<file path="config.mk">
export PLATFORM = sky130hd
export DESIGN_NAME = pod_merge
export DESIGN_NICKNAME = d
export VERILOG_FILES = /design/src/design/pod_pkg.sv /design/src/design/pod_merge.sv
export SDC_FILE = /design/constraint.sdc
export NUM_CORES = 1
export LEC_CHECK = 0
export BUFFER_PORTS_ARGS = -buffer_cell sky130_fd_sc_hd__buf_4
export CORE_UTILIZATION = 40
export CTS_CLUSTER_SIZE = 12
export DETAILED_ROUTE_END_ITERATION = 10
export HOLD_SLACK_MARGIN = 0.15
export MAX_ROUTING_LAYER = met4
export PLACE_DENSITY_LB_ADDON = 0.25
export SLEW_MARGIN = 10
export SYNTH_ARGS = -nofsm -noshare
export SYNTH_HDL_FRONTEND = slang
export SYNTH_SLANG_ARGS = --single-unit
</file>
<file path="constraint.sdc">
create_clock -name clk -period 1.6 [get_ports clk]
set_input_delay 0.32 -clock clk [delete_from_list [all_inputs] [get_ports clk]]
set_output_delay 0.32 -clock clk [all_outputs]
set_load 0.005 [all_outputs]
</file>
<file path="src/design/pod_pkg.sv">
// ----------------------------------------------------------------------------
// pod_pkg
// Shared types, constants and pattern functions for the 2bpp ordered dither.
// ----------------------------------------------------------------------------
package pod_pkg;

    localparam int PALETTE_ENTRIES_DEF = 256;
    localparam int GRAY_LEVELS         = 49;
    localparam int IDX_W               = 8;
    localparam int LEVEL_W             = 6;

    localparam logic [15:0] LUMA_R_W = 16'd19595;
    localparam logic [15:0] LUMA_G_W = 16'd38470;
    localparam logic [15:0] LUMA_B_W = 16'd7471;

    localparam logic [7:0] MASK_HI_NIB = 8'hf0;
    localparam logic [7:0] MASK_LO_NIB = 8'h0f;
    localparam logic [7:0] MASK_COL0   = 8'hc0;
    localparam logic [7:0] MASK_COL1   = 8'h30;
    localparam logic [7:0] MASK_COL2   = 8'h0c;
    localparam logic [7:0] MASK_COL3   = 8'h03;

    localparam logic FUNC_LOAD  = 1'b0;
    localparam logic FUNC_PIXEL = 1'b1;

    localparam logic [1:0] MODE_ROW4 = 2'd0;
    localparam logic [1:0] MODE_PAIR = 2'd1;
    localparam logic [1:0] MODE_QUAD = 2'd2;

    localparam logic [1:0] CELL_X [16] = '{2'd0, 2'd2, 2'd2, 2'd0, 2'd1, 2'd3, 2'd3, 2'd1,
                                           2'd1, 2'd3, 2'd3, 2'd1, 2'd0, 2'd2, 2'd2, 2'd0};
    localparam logic [1:0] CELL_Y [16] = '{2'd0, 2'd2, 2'd0, 2'd2, 2'd1, 2'd3, 2'd1, 2'd3,
                                           2'd0, 2'd2, 2'd0, 2'd2, 2'd1, 2'd3, 2'd1, 2'd3};

    typedef struct packed {
        logic       func;
        logic [7:0] entry_index;
        logic [7:0] red;
        logic [7:0] green;
        logic [7:0] blue;
        logic [7:0] pixel_a;
        logic [7:0] pixel_b;
        logic [7:0] pixel_c;
        logic [7:0] pixel_d;
        logic [1:0] line_phase;
    } pod_in_t;

    typedef struct packed {
        logic [7:0] out_byte;
        logic       last;
    } pod_out_t;

    typedef struct packed {
        logic s1;
        logic s2;
        logic s3;
    } pod_adv_t;

    typedef struct packed {
        logic               en;
        logic [IDX_W-1:0]   index;
        logic [LEVEL_W-1:0] level;
    } pod_wr_t;

    function automatic logic [LEVEL_W-1:0] default_level(input logic [IDX_W-1:0] idx);
        logic [13:0] prod;
        prod = 14'(idx) * 14'(GRAY_LEVELS);
        return prod[13:8];
    endfunction

    function automatic logic [3:0][7:0] pattern_rows(input logic [LEVEL_W-1:0] level);
        logic [LEVEL_W-1:0] lv;
        logic [LEVEL_W-1:0] lm1;
        logic [1:0]         g;
        logic [3:0]         o;
        logic [1:0]         v;
        logic [3:0][7:0]    rows;
        rows = '0;
        lv   = (level > LEVEL_W'(GRAY_LEVELS - 1)) ? LEVEL_W'(GRAY_LEVELS - 1) : level;
        lm1  = lv - LEVEL_W'(1);
        g    = lm1[5:4] + 2'd1;
        o    = lm1[3:0];
        if (lv != '0)
        begin
            for (int k = 0; k < 16; k++)
            begin
                v = (4'(k) <= o) ? g : g - 2'd1;
                rows[CELL_Y[k]][2*CELL_X[k] +: 2] = v;
            end
        end
        return rows;
    endfunction

endpackage

</file>
<file path="src/design/pod_merge.sv">
// ----------------------------------------------------------------------------
// pod_merge
// Combine lane levels into row bytes and send one per cycle unless stalled.
// ----------------------------------------------------------------------------
module pod_merge
(
    input  logic                             clk,
    input  logic                             rst_n,
    input  logic                             load,
    input  logic [1:0]                       mode,
    input  logic [1:0]                       phase,
    input  logic [3:0][pod_pkg::LEVEL_W-1:0] levels,
    output logic                             free,
    output logic                             res_valid,
    input  logic                             res_stall,
    output pod_pkg::pod_out_t                res_data
);

    logic [3:0][7:0] rows [4];
    logic [3:0][7:0] new_bytes;
    logic [1:0]      new_last;
    logic            new_has;
    logic [3:0][7:0] bytes_reg;
    logic [3:0][7:0] bytes_next;
    logic            valid_reg;
    logic            valid_next;
    logic [1:0]      pos_reg;
    logic [1:0]      pos_next;
    logic [1:0]      last_reg;
    logic [1:0]      last_next;
    logic            xfer;
    logic            at_last;
    logic [1:0]      r0;
    logic [1:0]      r1;

    always_comb
    begin
        for (int i = 0; i < 4; i++)
            rows[i] = pod_pkg::pattern_rows(levels[i]);
    end

    assign r0 = {phase[0], 1'b0};
    assign r1 = {phase[0], 1'b1};

    always_comb
    begin
        new_bytes = '0;
        new_last  = 2'd0;
        new_has   = 1'b1;
        unique case (mode)
            pod_pkg::MODE_ROW4:
            begin
                new_bytes = rows[0];
                new_last  = 2'd3;
            end
            pod_pkg::MODE_PAIR:
            begin
                new_bytes[0] = (rows[0][r0] & pod_pkg::MASK_HI_NIB)
                             | (rows[1][r0] & pod_pkg::MASK_LO_NIB);
                new_bytes[1] = (rows[0][r1] & pod_pkg::MASK_HI_NIB)
                             | (rows[1][r1] & pod_pkg::MASK_LO_NIB);
                new_last     = 2'd1;
            end
            pod_pkg::MODE_QUAD:
            begin
                new_bytes[0] = (rows[0][phase] & pod_pkg::MASK_COL0)
                             | (rows[1][phase] & pod_pkg::MASK_COL1)
                             | (rows[2][phase] & pod_pkg::MASK_COL2)
                             | (rows[3][phase] & pod_pkg::MASK_COL3);
                new_last     = 2'd0;
            end
            default:
                new_has = 1'b0;
        endcase
    end

    assign xfer    = valid_reg && !res_stall;
    assign at_last = pos_reg == last_reg;
    assign free    = !valid_reg || (xfer && at_last);

    always_comb
    begin
        valid_next = valid_reg;
        pos_next   = pos_reg;
        last_next  = last_reg;
        bytes_next = bytes_reg;
        if (xfer)
        begin
            if (at_last)
                valid_next = 1'b0;
            else
                pos_next = pos_reg + 2'd1;
        end
        if (load && new_has)
        begin
            valid_next = 1'b1;
            pos_next   = 2'd0;
            last_next  = new_last;
            bytes_next = new_bytes;
        end
    end

    always_ff @(posedge clk or negedge rst_n)
    begin
        if (!rst_n)
        begin
            valid_reg <= 1'b0;
            pos_reg   <= 2'd0;
            last_reg  <= 2'd0;
        end
        else
        begin
            valid_reg <= valid_next;
            pos_reg   <= pos_next;
            last_reg  <= last_next;
        end
    end

    always_ff @(posedge clk)
    begin
        bytes_reg <= bytes_next;
    end

    assign res_valid         = valid_reg;
    assign res_data.out_byte = bytes_reg[pos_reg];
    assign res_data.last     = at_last;

endmodule

</file>
* After elaboration in Yosys (flattened, before gate mapping)
Cells that the tools add are included.
Storage, ports and cells: output and inout bits 11, bits of input ports 32, bits in writable memories 0, register bits 37, latch bits 0, logic and storage cells 217, memories 0, bits in read-only memories 0
Operators by class: shift-type cells 0, order comparisons 72, eq/ne operators 4, bitwise gates (word level) 5, $mul 0, multiplexer cells 100, reduce and logical (&&, ||, !) cells 16, div/mod/pow operators 0, $add $sub $neg 13
Operator list (number):
- $mux W2 | 68
- $le A4 B4 Y1 const A | 32
- $mux W32 | 4
- $bmux W8 S2 | 5
- $le A3 B4 Y1 const A | 16
- $mux W8 | 6
- $le A1 B4 Y1 const A | 8
- $le A2 B4 Y1 const A | 8
- $mux W6 | 5
- $gt A6 B6 Y1 const B | 4
- $or A8 B4 Y8 | 3
- $pmux W8 S3 | 1
- $reduce_bool A6 Y1 | 4
- $sub A6 B1 Y6 const B | 4
- $mux W4 | 5
- $pmux W8 S2 | 1
- $lt A2 B3 Y1 const B | 4
- $add A2 B1 Y2 const B | 5
- $or A8 B2 Y8 | 1
- $or A8 B6 Y8 | 1
- $sub A2 B1 Y2 const B | 4
- $mux W1 | 4
- $pmux W2 S2 | 1
- $reduce_and A2 Y1 | 2
- other kinds (10) | 14

* Logic depth before layout (Yosys ltp)
Gate-level depths: netlist of run 1.
depth after elaboration 13, gate-level depth with buffers 12, gate-level depth less buffers 10

* Worst setup path after synthesis of run 1
Ideal clock, no wire load.
kind input to register, from in levels[5] (netlist bit), to reg bytes_reg[17] (netlist bit), data pin, path slack -0.882 ns, buffers on the path 4, arrival time 2.216 ns, setup time 0.266 ns, required time 1.334 ns, stages 12, cell sequence buf_2 nand2_1 nand2_1 ha_1 buf_2 nor2b_1 a221o_1 clkbuf_1 clkbuf_1 o21ai_0 xnor2_1 nor2_1
Between the ends: cells in the longest elaborated chain, start to end 7, elaborated cells on any way between the ends 9, classes of those cells add/sub: 3; order compare: 2; mux: 3; reduce/logical: 1
Ends and longest elaborated chain:
- start, declared | RTL line pod_merge.sv:12 | input logic [3:0][pod_pkg::LEVEL_W-1:0] levels,
- $gt A6 B6 Y1 | RTL line pod_pkg.sv:79 | lv = (level > LEVEL_W'(GRAY_LEVELS - 1)) ? LEVEL_W'(GRAY_LEVELS - 1) : level;
- $mux W6 * | RTL line pod_pkg.sv:79
- $sub A6 B1 Y6 | RTL line pod_pkg.sv:80 | lm1 = lv - LEVEL_W'(1);
- $add A2 B1 Y2 | RTL line pod_pkg.sv:81 | g = lm1[5:4] + 2'd1;
- $sub A2 B1 Y2 | RTL line pod_pkg.sv:87 | v = (4'(k) <= o) ? g : g - 2'd1;
- $mux W2 | RTL line pod_pkg.sv:87
- $mux W32 * | RTL line pod_pkg.sv:83 | if (lv != '0)
- end signal, assigned | RTL line pod_merge.sv:121 | bytes_reg <= bytes_next;
- end, declared | RTL line pod_merge.sv:23 | logic [3:0][7:0] bytes_reg;
Mark *: on every way between the ends. The rest lies on a longest branch, timed or not. A chain may end at the register's enable or synchronous reset.

==> results of run 1 <==
[final timing paths]
kind,depth (start not counted),startpoint,endpoint,slack (ns)
worst max-delay path,12,levels[5],bytes_reg[6],-0.47
worst max register to register,8,pos_reg[0],pos_reg[1],-0.03
worst min register to register,1,last_reg[1],last_reg[1],0.55
min in group asynchronous,2,rst_n,last_reg[0],0.36
worst min-delay path,2,load,last_reg[1],0.27
max in group asynchronous,2,rst_n,pos_reg[0],1.13
[per-layer routing]
| metal | share of wire (%) | global-route usage (%) | vias to the layer above | routed length [microns] |
|---|---|---|---|---|
| met5 | 0 | - | - | 0 |
| met4 | 4.7 | 10.00 | 0 | 618 |
| met3 | 5.8 | 2.956 | 62 | 754 |
| met2 | 51 | 48.35 | 184 | 6665 |
| met1 | 38 | 33.71 | 1793 | 4998 |
| li1 | - | - | 1698 | - |
[cell families after synthesis]
group | count (synthesis)
DFF | 37
xor gates and xnor gates | 43
muxes | 12
buffers and inverters | 40
AOI/OAI and AO/OA | 95
and+or+nand+nor | 130
adders and majority gates | 12
[critical path, delay by kind of cell]
family | cells | cell delay [ns]
buffers and inverters | 3 | 0.37
AND/OR/NAND/NOR | 4 | 0.25
adder cells (fa/ha/maj) | 1 | 0.22
AO/OA/AOI/OAI | 4 | 0.91
[final cells by class]
type                    instances  area share [%]
multi-input cells             292           48.27
clock buffers                   5           1.096
inverters                      15          0.9562
clock inverters                 3          0.2789
repair buffers                192           30.06
well taps                     102           2.032
flip-flops and latches         37           17.31
[placed cells by master, fill, tap and decap left out, drive strengths merged, types with 4 or more instances in the layout]
| cell | count |
|---|---|
| or3 | 6 |
| mux4 | 8 |
| o31ai | 7 |
| buf | 190 |
| a21oi | 24 |
| or4 | 4 |
| o22ai | 6 |
| nor2 | 36 |
| ha | 12 |
| xor2 | 18 |
| nand2b | 5 |
| nor2b | 5 |
| o21ai | 20 |
| dfrtp | 5 |
| nor4 | 4 |
| a21boi | 5 |
| inv | 14 |
| and3 | 4 |
| nand2 | 31 |
| edfxtp | 32 |
| xnor2 | 25 |
| o211ai | 5 |
| nand3 | 9 |
| nor3 | 10 |
| clkbuf | 6 |
| o221ai | 4 |
[where the power goes]
part | total [mW] | switching, mW | internal, mW
sequential | 1.28 | 0.0756 | 1.20
combinational | 3.01 | 1.32 | 1.69
clock | 0.665 | 0.364 | 0.301
total | 4.95 | 1.76 | 3.20
[repair_timing]
| item | CTS | global route |
|---|---|---|
| cloned | 5 | 1 |
| hold buffers | 1 | 0 |
| setup buffers | 28 | 20 |
| gates resized for setup | 141 | 81 |
| endpoints found under the setup margin | 43 | 41 |
| pin swaps | 53 | 54 |
| endpoints found under the hold margin | 5 | 0 |
==> results, run 1 <==
- The flow ran to the end, but the final reports show violations.
- The checks that failed: setup timing.
- The clock period minus final worst setup slack is 2.069 ns.
- In this run, synthesis inferred 32 flip-flops with an integrated enable.
- Dividing the detail-routed via count by the number of cells gives 5.785.
- The number of fillers in the final layout is 449.
- The top cell type by area accounts for 29.12% of the synthesized area.
- Summed over all layers, the routed wires come to 13,040 microns.
- The cell accounting for the most synthesized area is edfxtp_1.
- Sorting the synthesized cells by how often they occur yields 36 x nor2_1, 32 x edfxtp_1, 30 x nand2_1.
- The worst clock skew on the final layout is 0.0005297 ns.
- The register with the most flip-flops in the layout has 32 of them.
- At the end of routability-driven placement, the weighted congestion stood at 0.8998.
- Prior to clock tree synthesis, the placed netlist has a worst setup slack of -0.7128 ns.
- The post-synthesis simple-gate area fraction is 20.06%.
- The max-slew violation total from the final report is 0.
- The cell sitting at the root of the clock tree is a clkbuf_8.
- The maximum clock frequency is 483.4 MHz.
- The total power divided by cell area is 788.8 mW/mm^2.
- The cell count after synthesis is 369.
- The worst-margin pin slew is 0.5046 ns.
- The number of antenna diodes in the final layout is 0.
- The worst setup slack after layout is -0.4686 ns.
- The peak supply drop is 0.0003951 V.
- The tightest slew margin relative to the limit is 66.10%.
- After synthesis the netlist holds a flip-flop and latch count of 37.
- The floorplan step set the die height to 92.82 microns.
- The TritonCTS clock tree is done.
- The main flop type after synthesis is edfxtp_1.
- The number of DRC markers in iteration 0 is 322.
- In this run the worst path has a maximum fanout of 7.
- Including well taps, the total number of placed cells is 591.
- The number of hold violations in the final report is 0.
- The average instance in the mapped netlist occupies 8.942 sq um.
- The H-tree generated during clock tree synthesis spans 2 levels.
- The HPWL after detailed placement is 7328 microns.
- The number of global-route vias before repair is 3,656.
- The total power after layout is 4.954 mW.
- The remaining antenna violation count is 0.
- The summed instance area of the synthesized netlist is 0.003299 sq mm.
- For this run, the slowest stage of the critical path takes 0.41 ns.
- Sequential elements use 32.92% of the synthesized area.
- The region available for standard cell placement spans 0.007848 sq mm.
- The remaining global-route overflow is 0.
- The initialized floorplan defines 32 standard-cell rows.
- At the worst endpoint, the required time is 1.62 ns.
- At the later pin of the worst-skew pair, clock insertion delay measures 0.30 ns.
- Setup repair after global routing could not meet its margin everywhere.
- After synthesis, the largest family of logic cells by area is simple AND/OR/NAND/NOR gates.
- The first global-routing pass estimated 18,140 microns of wire.
- The warning count from the yosys run is 0.
- The overall via count from detail_route is 3,737.
- The largest net degree at the start of global routing is 35.
- In the synthesized netlist the async set-or-reset flop fraction comes to 13.51%.
- The total CTS buffers is 5.
- The kind of launch point of the worst setup path is an input pin.
- Of the post-synthesis cell area, the part taken by muxes is 6.712%.
- The synthesized netlist devotes 19.00% of its cell area to compound gates.
- The initial antenna violation count is 0.
- During placement, the flow inserted port buffers numbering 42.
- On the critical path, the stage with the largest delay is an instance of a221o_2.
- The count of non-filler cells in the finished layout is 646.
- After detailed routing, the average wire length per cell comes to 20.18 microns.
- The total placed instance area is 0.004747 sq mm.
- The count of different cell masters after synthesis is 64.
- The clock input transition at the sequential cells of the worst setup and hold paths is 0.07 ns.
- The type of the most critical hold path is in -> reg.
- The nature of the critical path endpoint is a register.
- For this configuration, the core starts out at a cell density of 42.04%.
- After synthesis, the cell types taking the most area are edfxtp_1 29%, xnor2_1 6.6%, mux4_2 5.5%.
- The number of maximum-capacitance violations is 0.
- From left edge to right edge, the die measures 92.82 microns.
- The number of clock sinks is 37.
- The adder and majority cell fraction of the synthesized area is 4.551%.
- The sequential cell area is 0.001087 sq mm.
- The number of top-level pins is 43.
- The total nets after synthesis is 413.
- At the worst endpoint, the arrival time is 2.09 ns.
- The final count of negative-setup-slack endpoints is 41.
- The final-layout worst hold slack is 0.2700 ns.
- In the post-synthesis netlist, the cell with the most instances is nor2_1.
- The die footprint is 0.008616 sq mm.
- The area added between synthesis and finish is 90.37%.
- The area of combinational cells with multiple inputs is 0.003032 sq mm.
- Walking the worst path, the cells encountered are buf_8 -> nand2_8 -> nand2_8 -> ha_4 -> buf_6 -> nor2b_4 -> a221o_2 -> buf_6 -> a21oi_4 -> nor2_1 -> a22oi_1 -> o221ai_1.
- For this run, design rule violations remaining after detail routing come to 0.
- Of the total synthesized cell area, the portion taken by XOR and XNOR cells is 11.41%.
- The iteration count of the initial detailed-routing pass is 5.
- In this run the deepest clock path goes through 2 buffers.
- The class of the most critical setup path is in -> reg.
- The post-layout net count is 587.
- The aggregate global-route resource usage is 27.94%.
- The final worst-path cycle share is 129.3%.
- The setup TNS after final layout is -10.84 ns.
- The fraction of layout instances using a drive strength above 1 is 62.13%.
- The summed area of non-filler cells in the final layout is 0.006281 sq mm.
- Cells fill 80.04% of the core in the end.
- In this run the static leakage power is 2.537 nW.
(Power assumes the default switching activity.)
==> run 2: changes to the inputs <==
--- a/config.mk
+++ b/config.mk
@@ -6,13 +6,14 @@
 export NUM_CORES = 1
 export LEC_CHECK = 0
 export BUFFER_PORTS_ARGS = -buffer_cell sky130_fd_sc_hd__buf_4
-export CORE_UTILIZATION = 40
+export CORE_UTILIZATION = 53
 export CTS_CLUSTER_SIZE = 12
 export DETAILED_ROUTE_END_ITERATION = 10
 export HOLD_SLACK_MARGIN = 0.15
 export MAX_ROUTING_LAYER = met4
 export PLACE_DENSITY_LB_ADDON = 0.25
-export SLEW_MARGIN = 10
+export REMOVE_ABC_BUFFERS = 1
+export SLEW_MARGIN = 20
 export SYNTH_ARGS = -nofsm -noshare
 export SYNTH_HDL_FRONTEND = slang
 export SYNTH_SLANG_ARGS = --single-unit
==> run 2 against run 1 <==
Synthesized area stayed put. Synthesized cell count is the same. The run now fails in global routing (5_1_grt).
==> results, run 2 <==
- Result of the run: did not finish (was finished with violations).
- The halt point of the flow is global routing (5_1_grt).
- The first error in the log reads "[ERROR DPL-0038] Utilization greater than 100%, impossible to legalize".
- The final worst endpoint reported by repair_timing after global routing is bytes_reg[6]$_DFFE_PP_/D.
- The number of buffers added on ports is 42 (unchanged).
- The maximum buffer depth of the clock tree is 2 (unchanged).
- The cell at the root of the clock tree is clkbuf_8 (unchanged).
- The CTS H-tree depth is 2 (unchanged).
- The sum of net half-perimeters after detailed placement is 7271 microns (was 7328 microns).
- Largest cells by area after synthesis: edfxtp_1 29%, xnor2_1 6.6%, mux4_2 5.5% (unchanged).
- The async set-reset flop share out of synthesis came to 13.51% (unchanged).
- The total CTS buffers is 5 (unchanged).
- The summed instance area of the synthesized netlist was 0.003299 sq mm (unchanged).
- The number of enable-type register cells in the synthesized netlist is 32 (unchanged).
- Post-synth top cells: 36 x nor2_1, 32 x edfxtp_1, 30 x nand2_1 (unchanged).
- The part of the Yosys area used for sequential elements came to 32.92% (unchanged).
- The floorplan row count is 28 (was 32).
- The die boundary width came to 80.90 microns (was 92.82 microns).
- The setup slack at placement is -0.8846 ns (was -0.7128 ns).
- The cell accounting for the most synthesized area is edfxtp_1 (unchanged).
- The worst endpoint pin kind is a register data pin.
- The count of different cell masters after synthesis is 64 (unchanged).
- The warning count from the yosys run is 0 (unchanged).
- The number of top-level pins came to 43 (unchanged).
- The proportion of netlist area held by the largest area contributor was 29.12% (unchanged).
- The routability congestion estimate from global placement is 0.9253 (was 0.8998).
- The largest net degree at the start of global routing is 35.
- The cell count after synthesis is 369 (unchanged).
- The height of the chip is 80.90 microns (was 92.82 microns).
- The main flop type after synthesis is edfxtp_1 (unchanged).
- The number of clock sinks is 37 (unchanged).
- The starting density of the core came to 55.40% (was 42.04%).
- The most repeated cell in the gate-level netlist after synthesis was nor2_1 (unchanged).
- The mean cell area of the mapped netlist is 8.942 sq um (unchanged).
- The synthesis-stage register bit count was 37 (unchanged).
-- run 2: cell counts after synthesis --
No cell type changed its count.
-- run 2: stage by stage --
stage          setup TNS [ns]  area [sq um]  std cells
2_1_floorplan          -27.84          3179        344
3_3_place_gp           -20.70          4387        564
3_5_place_dp           -22.62          4387        564
4_1_cts                -8.695          5648        605
-- run 2: cells by family after synthesis --
| family | Yosys count | synth area share (%) |
|---|---|---|
| buf+inv | 40 | 5.347 |
| simple gates | 130 | 20.06 |
| mux | 12 | 6.712 |
| compound gates | 95 | 19.00 |
| xor+xnor | 43 | 11.41 |
| fa+ha+maj | 12 | 4.551 |
| flops | 37 | 32.92 |
-- run 2: repair_timing --
| action | 4_1_cts |
|---|---|
| resized for setup | 203 |
| buffers inserted | 33 |
| pin swaps | 79 |
| hold buffers | 1 |
| hold endpoints to repair | 5 |
| endpoints found under the setup margin | 42 |
| gates cloned | 1 |
==> run 3: changes to the inputs <==
--- a/config.mk
+++ b/config.mk
@@ -6,12 +6,9 @@
 export NUM_CORES = 1
 export LEC_CHECK = 0
 export BUFFER_PORTS_ARGS = -buffer_cell sky130_fd_sc_hd__buf_4
-export CORE_UTILIZATION = 53
-export CTS_CLUSTER_SIZE = 12
+export CORE_UTILIZATION = 40
 export DETAILED_ROUTE_END_ITERATION = 10
-export HOLD_SLACK_MARGIN = 0.15
-export MAX_ROUTING_LAYER = met4
-export PLACE_DENSITY_LB_ADDON = 0.25
+export PLACE_DENSITY_LB_ADDON = 0.15
 export REMOVE_ABC_BUFFERS = 1
 export SLEW_MARGIN = 20
 export SYNTH_ARGS = -nofsm -noshare
==> constraint.sdc (replaced) <==
create_clock -name clk -period 2.1 [get_ports clk]
set_input_delay 0.42 -clock clk [delete_from_list [all_inputs] [get_ports clk]]
set_output_delay 0.42 -clock clk [all_outputs]
set_load 0.005 [all_outputs]
==> run 3 against run 2 <==
The flow now finishes, with violations (setup timing).
==> results, run 3 (synthesis results as in run 1) <==
- Result of the run: finished with violations (was did not finish).
- The checks that failed: setup timing.
- The total overflow left after global routing is 0.
- The number of inserted diodes is 0.
- The number of top-level pins is 43 (unchanged).
- The routability congestion estimate from global placement is 0.8638 (was 0.9253).
- The first global-routing pass estimated 15,020 microns of wire.
- The required time reported for the critical path endpoint is 2.23 ns.
- The most frequent standard cell in the layout excluding fill and tap cells is buf_4.
- Cells with a size suffix above 1 make up 44.04% of the layout.
- In this run the critical register-to-register path is launched from pos_reg[0].
- The post-layout net count is 538.
- Between clock sinks in the finished design, the worst skew comes to 0.004513 ns.
- The cell at the root of the clock tree is clkbuf_8 (unchanged).
- The starting density of the core is 42.04% (was 55.40%).
- The max-slew violation total from the final report is 0.
- The peak fanout along the critical path is 3.
- The class of the most critical setup path is in -> reg.
- The overall via count from detail_route is 3,255.
- The TritonCTS clock tree is done.
- In this run the tightest slew margin relative to its limit is 70.69%.
- The total power after layout is 2.892 mW.
- The pre-antenna-repair detailed-routing pass consisted of 4 iterations.
- For the pin with the worst max-slew slack, the measured transition is 0.4360 ns.
- Counting cells, the worst reg-to-reg path comes to 7.
- The setup slack at placement is -0.5326 ns (was -0.8846 ns).
- For flop-to-flop paths, the worst setup slack is 0.47 ns.
- The core region is 0.007848 sq mm.
- The delay contributed by the slowest stage of the critical path is 0.54 ns.
- The cell family contributing the most delay on the critical path is simple AND/OR/NAND/NOR gates.
- The die boundary width is 92.82 microns (was 80.90 microns).
- IR analysis of the VDD net gives a maximum drop of 0.0002371 V.
- The number of buffers added on ports is 42 (unchanged).
- The aggregate global-route resource usage is 22.06%.
- The sum of net half-perimeters after detailed placement is 7087 microns (was 7271 microns).
- The signal on the critical path passes through buf_6 -> or4_4 -> and3_4 -> o32a_1 -> or4b_1 -> o211ai_1.
- In the routed layout, each cell is associated on average with a via count of 5.452.
- Setup repair after global routing could not meet its margin everywhere.
- At the worst endpoint, the arrival time is 2.23 ns.
- The detail route stage leaves a number of antenna-violating nets equal to 0.
- The total placed instance area is 0.004350 sq mm (was 0.004387 sq mm).
- In this run the most critical hold path is launched from load.
- The maximum buffer depth of the clock tree is 2 (unchanged).
- Summed over all cells, the static leakage comes to 1.995 nW.
- The insertion delay of the later-clocked pin in the worst-skew pair is 0.29 ns.
- The final count of negative-setup-slack endpoints is 1.
- Counting both buffers and inverters, the worst setup path holds a total of 1.
- The residual DRC count is 0.
- The initial antenna violation count is 0.
- The area added between synthesis and finish is 46.95%.
- Registers take 0.001087 sq mm.
- The slowest stage cell on the critical path is or4b_1.
- The final worst-path cycle share is 100.3%.
- After detailed routing, the average wire length per cell comes to 15.26 microns.
- Entering global routing, the biggest net connects 19 pins.
- For this block, the initial DRC count from the detailed router was 144.
- The CTS H-tree depth was 2 (unchanged).
- The worst setup slack after layout is -0.006294 ns.
- The terminus of the critical flop-to-flop path is pos_reg[1].
- The floorplan step defined a die boundary enclosing 0.008616 sq mm.
- The number of maximum-capacitance violations is 0.
- The clock input transition at the sequential cells of the worst setup and hold paths is 0.07 ns.
- The register with the most flip-flops in the layout has 32 of them.
- The summed area of non-filler cells in the final layout is 0.004848 sq mm.
- Along the worst hold path, the cell count comes to 2.
- The layout has 695 filler cells.
- The number of global-route vias before repair is 3,129.
- STA classifies the critical path endpoint as a register.
- Counting I/O delays and the setup requirement, the final critical path takes 2.106 ns.
- The final layout contains routed wiring with a total length of 9111 microns.
- In this run the worst hold path is classified as in -> reg.
- The maximum clock frequency is 474.8 MHz.
- In the layout the commonest cells are 126 x buf_4, 36 x nor2_1, 32 x edfxtp_1.
- The number of hold violations in the final report is 0.
- STA classifies the critical path startpoint as an input pin.
- The total power divided by cell area is 596.5 mW/mm^2.
- The floorplan row count was 32 (was 28).
- The total CTS buffers is 5 (unchanged).
- The area of combinational cells with multiple inputs is 0.002355 sq mm.
- The height of the chip is 92.82 microns (was 80.90 microns).
- The worst hold path terminates at last_reg[1].
- The number of clock sinks is 37 (unchanged).
-- run 3: cell type report --
cell class / instances / area share [%]
multi-input combinational: 292 / 48.57
timing repair buffer: 143 / 23.51
clock buffer: 6 / 1.497
tap: 102 / 2.632
clock inverter: 2 / 0.2065
inverter: 15 / 1.161
sequential: 37 / 22.43
-- run 3: what timing repair did --
action,in CTS,in global routing
pin swaps,5,36
setup endpoints to repair,20,23
cloned,0,0
gates resized for setup,36,56
buffers inserted,1,2
hold endpoints to repair,5,0
hold buffers,1,0
-- run 3: power breakdown --
| part | switching [mW] | internal, mW |
|---|---|---|
| Sequential | 0.0611 | 0.914 |
| Clock | 0.242 | 0.230 |
| Combinational | 0.655 | 0.791 |
| Total | 0.957 | 1.93 |
-- run 3: routing by layer --
layer | global-route usage [%] | share of wire (%) | vias up
met2 | 36.27 | 47 | 85
met3 | 3.366 | 4.5 | 8
li1 | - | - | 1600
met1 | 30.58 | 48 | 1562
met5 | 0 | 0 | -
met4 | 4.744 | 1.1 | 0
-- run 3: worst reg2reg max path: stages (launching register included) --
cell and delay, ns:
dfrtp_1 0.37, buf_4 0.20, xor2_1 0.21, nor2_1 0.07, nor3b_1 0.34, nand2_1 0.13
xor2_1 0.15, nor2_1 0.05
-- run 3: worst max-delay path by stage --
stage / slack (ns) / from / depth (start not counted) / endpoint
global route: -0.05 / levels[10] / 10 / bytes_reg[5]
detailed placement: -0.53 / levels[5] / 10 / bytes_reg[7]
global placement: -0.44 / levels[11] / 8 / bytes_reg[5]
finish: -0.006 / levels[9] / 6 / bytes_reg[5]
CTS: 0.0003 / levels[5] / 8 / bytes_reg[6]
floorplan: -0.95 / levels[3] / 9 / bytes_reg[7]
-- run 3: per-stage QoR --
step	hold slack, ns	setup TNS (ns)	std cells	util [%]
after floorplan	0.1244	-15.72	344	-
after global placement	0.2256	-8.604	585	55.44
after detailed placement	0.2262	-9.789	585	55.44
after CTS	0.3742	0	595	58.53
after global routing	0.3761	-0.1152	597	61.78
final	0.3803	-0.006294	597	61.78
==> run 4: changes to the inputs <==
--- a/config.mk
+++ b/config.mk
@@ -6,7 +6,9 @@
 export NUM_CORES = 1
 export LEC_CHECK = 0
 export BUFFER_PORTS_ARGS = -buffer_cell sky130_fd_sc_hd__buf_4
-export CORE_UTILIZATION = 40
+export CELL_PAD_IN_SITES_DETAIL_PLACEMENT = 1
+export CELL_PAD_IN_SITES_GLOBAL_PLACEMENT = 1
+export CORE_UTILIZATION = 35
 export DETAILED_ROUTE_END_ITERATION = 10
 export PLACE_DENSITY_LB_ADDON = 0.15
 export REMOVE_ABC_BUFFERS = 1
==> constraint.sdc (replaced) <==
create_clock -name clk -period 1.85 [get_ports clk]
set_input_delay 0.37 -clock clk [delete_from_list [all_inputs] [get_ports clk]]
set_output_delay 0.37 -clock clk [all_outputs]
set_load 0.005 [all_outputs]
==> run 4 against run 3 <==
The flow still finishes with violations (setup timing). Utilization is 4.1 points higher. Critical endpoint is now bytes_reg[6]. Largest cell class unchanged. Sequential share of layout area is 4.5 points lower. First-iteration DRC count is 67% higher. Setup slack worse by 0.28 ns.
==> results, run 4 (synthesis results as in run 1) <==
- Cells traversed along the worst timing path: buf_8 -> nand2_8 -> nand2_4 -> buf_6 -> inv_4 -> ha_4 -> buf_6 -> buf_4 -> o31ai_1 -> buf_4 -> xnor2_1 -> a22oi_1 -> o221ai_1 (was buf_6 -> or4_4 -> and3_4 -> o32a_1 -> or4b_1 -> o211ai_1).
- The initial antenna violation count came to 1 (was 0).
- In the finished design, the share of the clock period the worst path needs comes to 115.4%.
- The share of the core filled with cells is 65.89% (was 61.78%).
- The timing startpoint of the critical path is levels[4] (was levels[9]).
- The hold path depth is 2 (unchanged).
- The iteration count of the initial detailed-routing pass came to 6 (was 4).
- Setup repair after global routing missed its margin: true (unchanged).
- The clock input transition at the sequential cells of the worst setup and hold paths is 0.08 ns (was 0.07 ns).
- The kind of launch point of the worst setup path was an input pin (unchanged).
- The post-layout net count is 570 (was 538).
- The max-slew violation total from the final report is 0 (unchanged).
- The cell-internal power is 2.596 mW (was 1.935 mW).
- The aggregate global-route resource usage came to 25.71% (was 22.06%).
- The number of maximum-capacitance violations is 0 (unchanged).
- The most frequent standard cell in the layout excluding fill and tap cells is buf_4 (unchanged).
- The sum of net half-perimeters after detailed placement came to 8466 microns (was 7087 microns).
- Top library cells by usage in the layout, fill and taps aside: 113 x buf_4, 46 x buf_6, 32 x edfxtp_1 (was 126 x buf_4, 36 x nor2_1, 32 x edfxtp_1).
- The die boundary width is 99.09 microns (was 92.82 microns).
- The worst clock skew on the final layout was 0.0009256 ns (was 0.004513 ns).
- The total placed instance area is 0.004439 sq mm (was 0.004350 sq mm).
- The number of cell instances on the worst register-to-register path was 7 (unchanged).
- The floorplan row count came to 35 (was 32).
- The tightest slew margin relative to the limit is 66.39% (was 70.69%).
- The number of global-route vias before repair was 3,812 (was 3,129).
- The starting density of the core came to 35.88% (was 42.04%).
- The worst-margin pin slew came to 0.5023 ns (was 0.4360 ns).
- The terminating pin of the worst hold path was last_reg[1] (unchanged).
- The delay contributed by the slowest stage of the critical path was 0.38 ns (was 0.54 ns).
- The total power divided by cell area was 663.4 mW/mm^2 (was 596.5 mW/mm^2).
- The maximum buffer depth of the clock tree was 2 (unchanged).
- The cell at the root of the clock tree is clkbuf_8 (unchanged).
- The class of the most critical setup path is in -> reg (unchanged).
- The residual DRC count is 0 (unchanged).
- The core outline area came to 0.009196 sq mm (was 0.007848 sq mm).
- The insertion delay of the later-clocked pin in the worst-skew pair is 0.28 ns (was 0.29 ns).
- The total power after layout is 4.020 mW (was 2.892 mW).
- The startpoint of the most critical hold path is load (unchanged).
- The slowest stage cell on the critical path is o31ai_1 (was or4b_1).
- The peak fanout along the critical path is 4 (was 3).
- The data arrival at the endpoint of the critical path came to 2.16 ns (was 2.23 ns).
- The area added between synthesis and finish is 83.66% (was 46.95%).
- The routability congestion estimate from global placement is 0.8357 (was 0.8638).
- The height of the chip is 99.09 microns (was 92.82 microns).
- The part of the total power dissipated in the clock network was 14.6% (was 16.3%).
- The remaining global-route overflow is 0 (unchanged).
- The required time reported for the critical path endpoint is 1.88 ns (was 2.23 ns).
- The total CTS buffers is 5 (unchanged).
- The type of the most critical hold path was in -> reg (unchanged).
- The number of flip-flops in the largest register is 32 (unchanged).
- The terminus of the critical flop-to-flop path was pos_reg[1] (unchanged).
- The peak supply drop is 0.0004907 V (was 0.0002371 V).
- The nature of the critical path endpoint is a register (unchanged).
- The final count of negative-setup-slack endpoints is 28 (was 1).
- The fraction of layout instances using a drive strength above 1 is 62.24% (was 44.04%).
- The combinational group share of total power came to 57.9% (was 50.0%).
- The number of buffers added on ports was 42 (unchanged).
- The number of DRC markers in iteration 0 came to 241 (was 144).
- The switching power total was 1.424 mW (was 957.5 uW).
- The number of top-level pins is 43 (unchanged).
- The setup TNS after final layout is -3.333 ns (was -0.006294 ns).
- The summed area of non-filler cells in the final layout is 0.006060 sq mm (was 0.004848 sq mm).
- The clock period minus final worst setup slack is 2.135 ns.
- The cell leakage power is 2.410 nW (was 1.995 nW).
- The CTS H-tree depth was 2 (unchanged).
- The number of hold violations in the final report is 0 (unchanged).
- Result of the run: finished with violations (unchanged).
- The worst setup slack after layout is -0.2854 ns (was -0.006294 ns).
- The total wirelength of the detailed-routed design is 14,540 microns (was 9111 microns).
- The setup slack at placement is -0.7920 ns (was -0.5326 ns).
- The switching part of the total came to 35.43% (was 33.11%).
- The number of inserted diodes is 0 (unchanged).
- The largest net degree at the start of global routing is 19 (unchanged).
- Violations in the final reports: setup timing (unchanged).
- The reg2reg setup slack is 0.17 ns (was 0.47 ns).
- The maximum clock frequency is 468.3 MHz.
- The average wire per standard cell is 22.79 microns (was 15.26 microns).
- The wire length of the first global-routing pass was 19,580 microns (was 15,020 microns).
- The remaining antenna violation count is 0 (unchanged).
- The routed via count divided by cell count is 5.755 (was 5.452).
- The portion of total power attributed to sequential cells is 27.5% (was 33.7%).
- The number of clock sinks is 37 (unchanged).
- The die footprint came to 0.009819 sq mm (was 0.008616 sq mm).
- The TritonCTS clock tree is done (unchanged).
- The overall via count from detail_route is 3,672 (was 3,255).
- The origin of the critical flop-to-flop path is pos_reg[0] (unchanged).
==> run 4: worst max path at each step <==
stage	to	slack, ns	cells after the start
floorplan	bytes_reg[7]	-1.15	9
global placement	bytes_reg[7]	-0.69	11
detailed placement	bytes_reg[5]	-0.79	10
CTS	bytes_reg[5]	-0.18	9
global route	bytes_reg[6]	-0.40	13
finish	bytes_reg[6]	-0.29	13
==> run 4: layer usage <==
metal	vias to the layer above	share of wire, %	GRT usage (%)
met2	101	56	50.83
met5	-	0	0
met3	21	3.6	2.530
li1	1666	-	-
met1	1884	38	29.73
met4	0	2.0	5.656
==> run 4: worst max-delay path: cells and delay by family <==
family	cells	cell delay, ns
AND/OR/NAND/NOR	2	0.13
XOR/XNOR	1	0.09
adder cells (fa/ha/maj)	1	0.16
AO/OA/AOI/OAI	3	0.70
buffers and inverters	6	0.71
==> run 4: final cells by class <==
| class | instances | area (sq um) |
|---|---|---|
| fill | 945 | 3137 |
| multi-input combinational | 292 | 3060 |
| timing repair buffer | 175 | 1622 |
| sequential | 37 | 1087 |
| tap | 111 | 138.9 |
| clock buffer | 8 | 90.09 |
| inverter | 15 | 61.31 |
==> run 4: power groups by stage <==
stage	Sequential, mW	Combinational, mW	Clock, mW
5_1_grt	1.12	2.47	0.620
4_1_cts	1.11	1.97	0.580
6_report	1.11	2.33	0.587
3_3_place_gp	1.11	1.55	0
3_5_place_dp	1.12	1.59	0
2_1_floorplan	1.14	0.767	0
==> run 4: metrics by stage <==
step / hold WS (ns) / std cells
2_1_floorplan: 0.07441 / 344
3_3_place_gp: 0.1741 / 601
3_5_place_dp: 0.1797 / 601
4_1_cts: 0.3385 / 622
5_1_grt: 0.3520 / 638
6_report: 0.3507 / 638
==> run 4: timing repair <==
item                       4_1_cts  5_1_grt
buffers inserted                13       19
hold buffers                     1        0
setup endpoints to repair       36       40
gates resized for setup        194       91
cloned                           0        1
hold endpoints to repair         5        0
pin swaps                       62       49
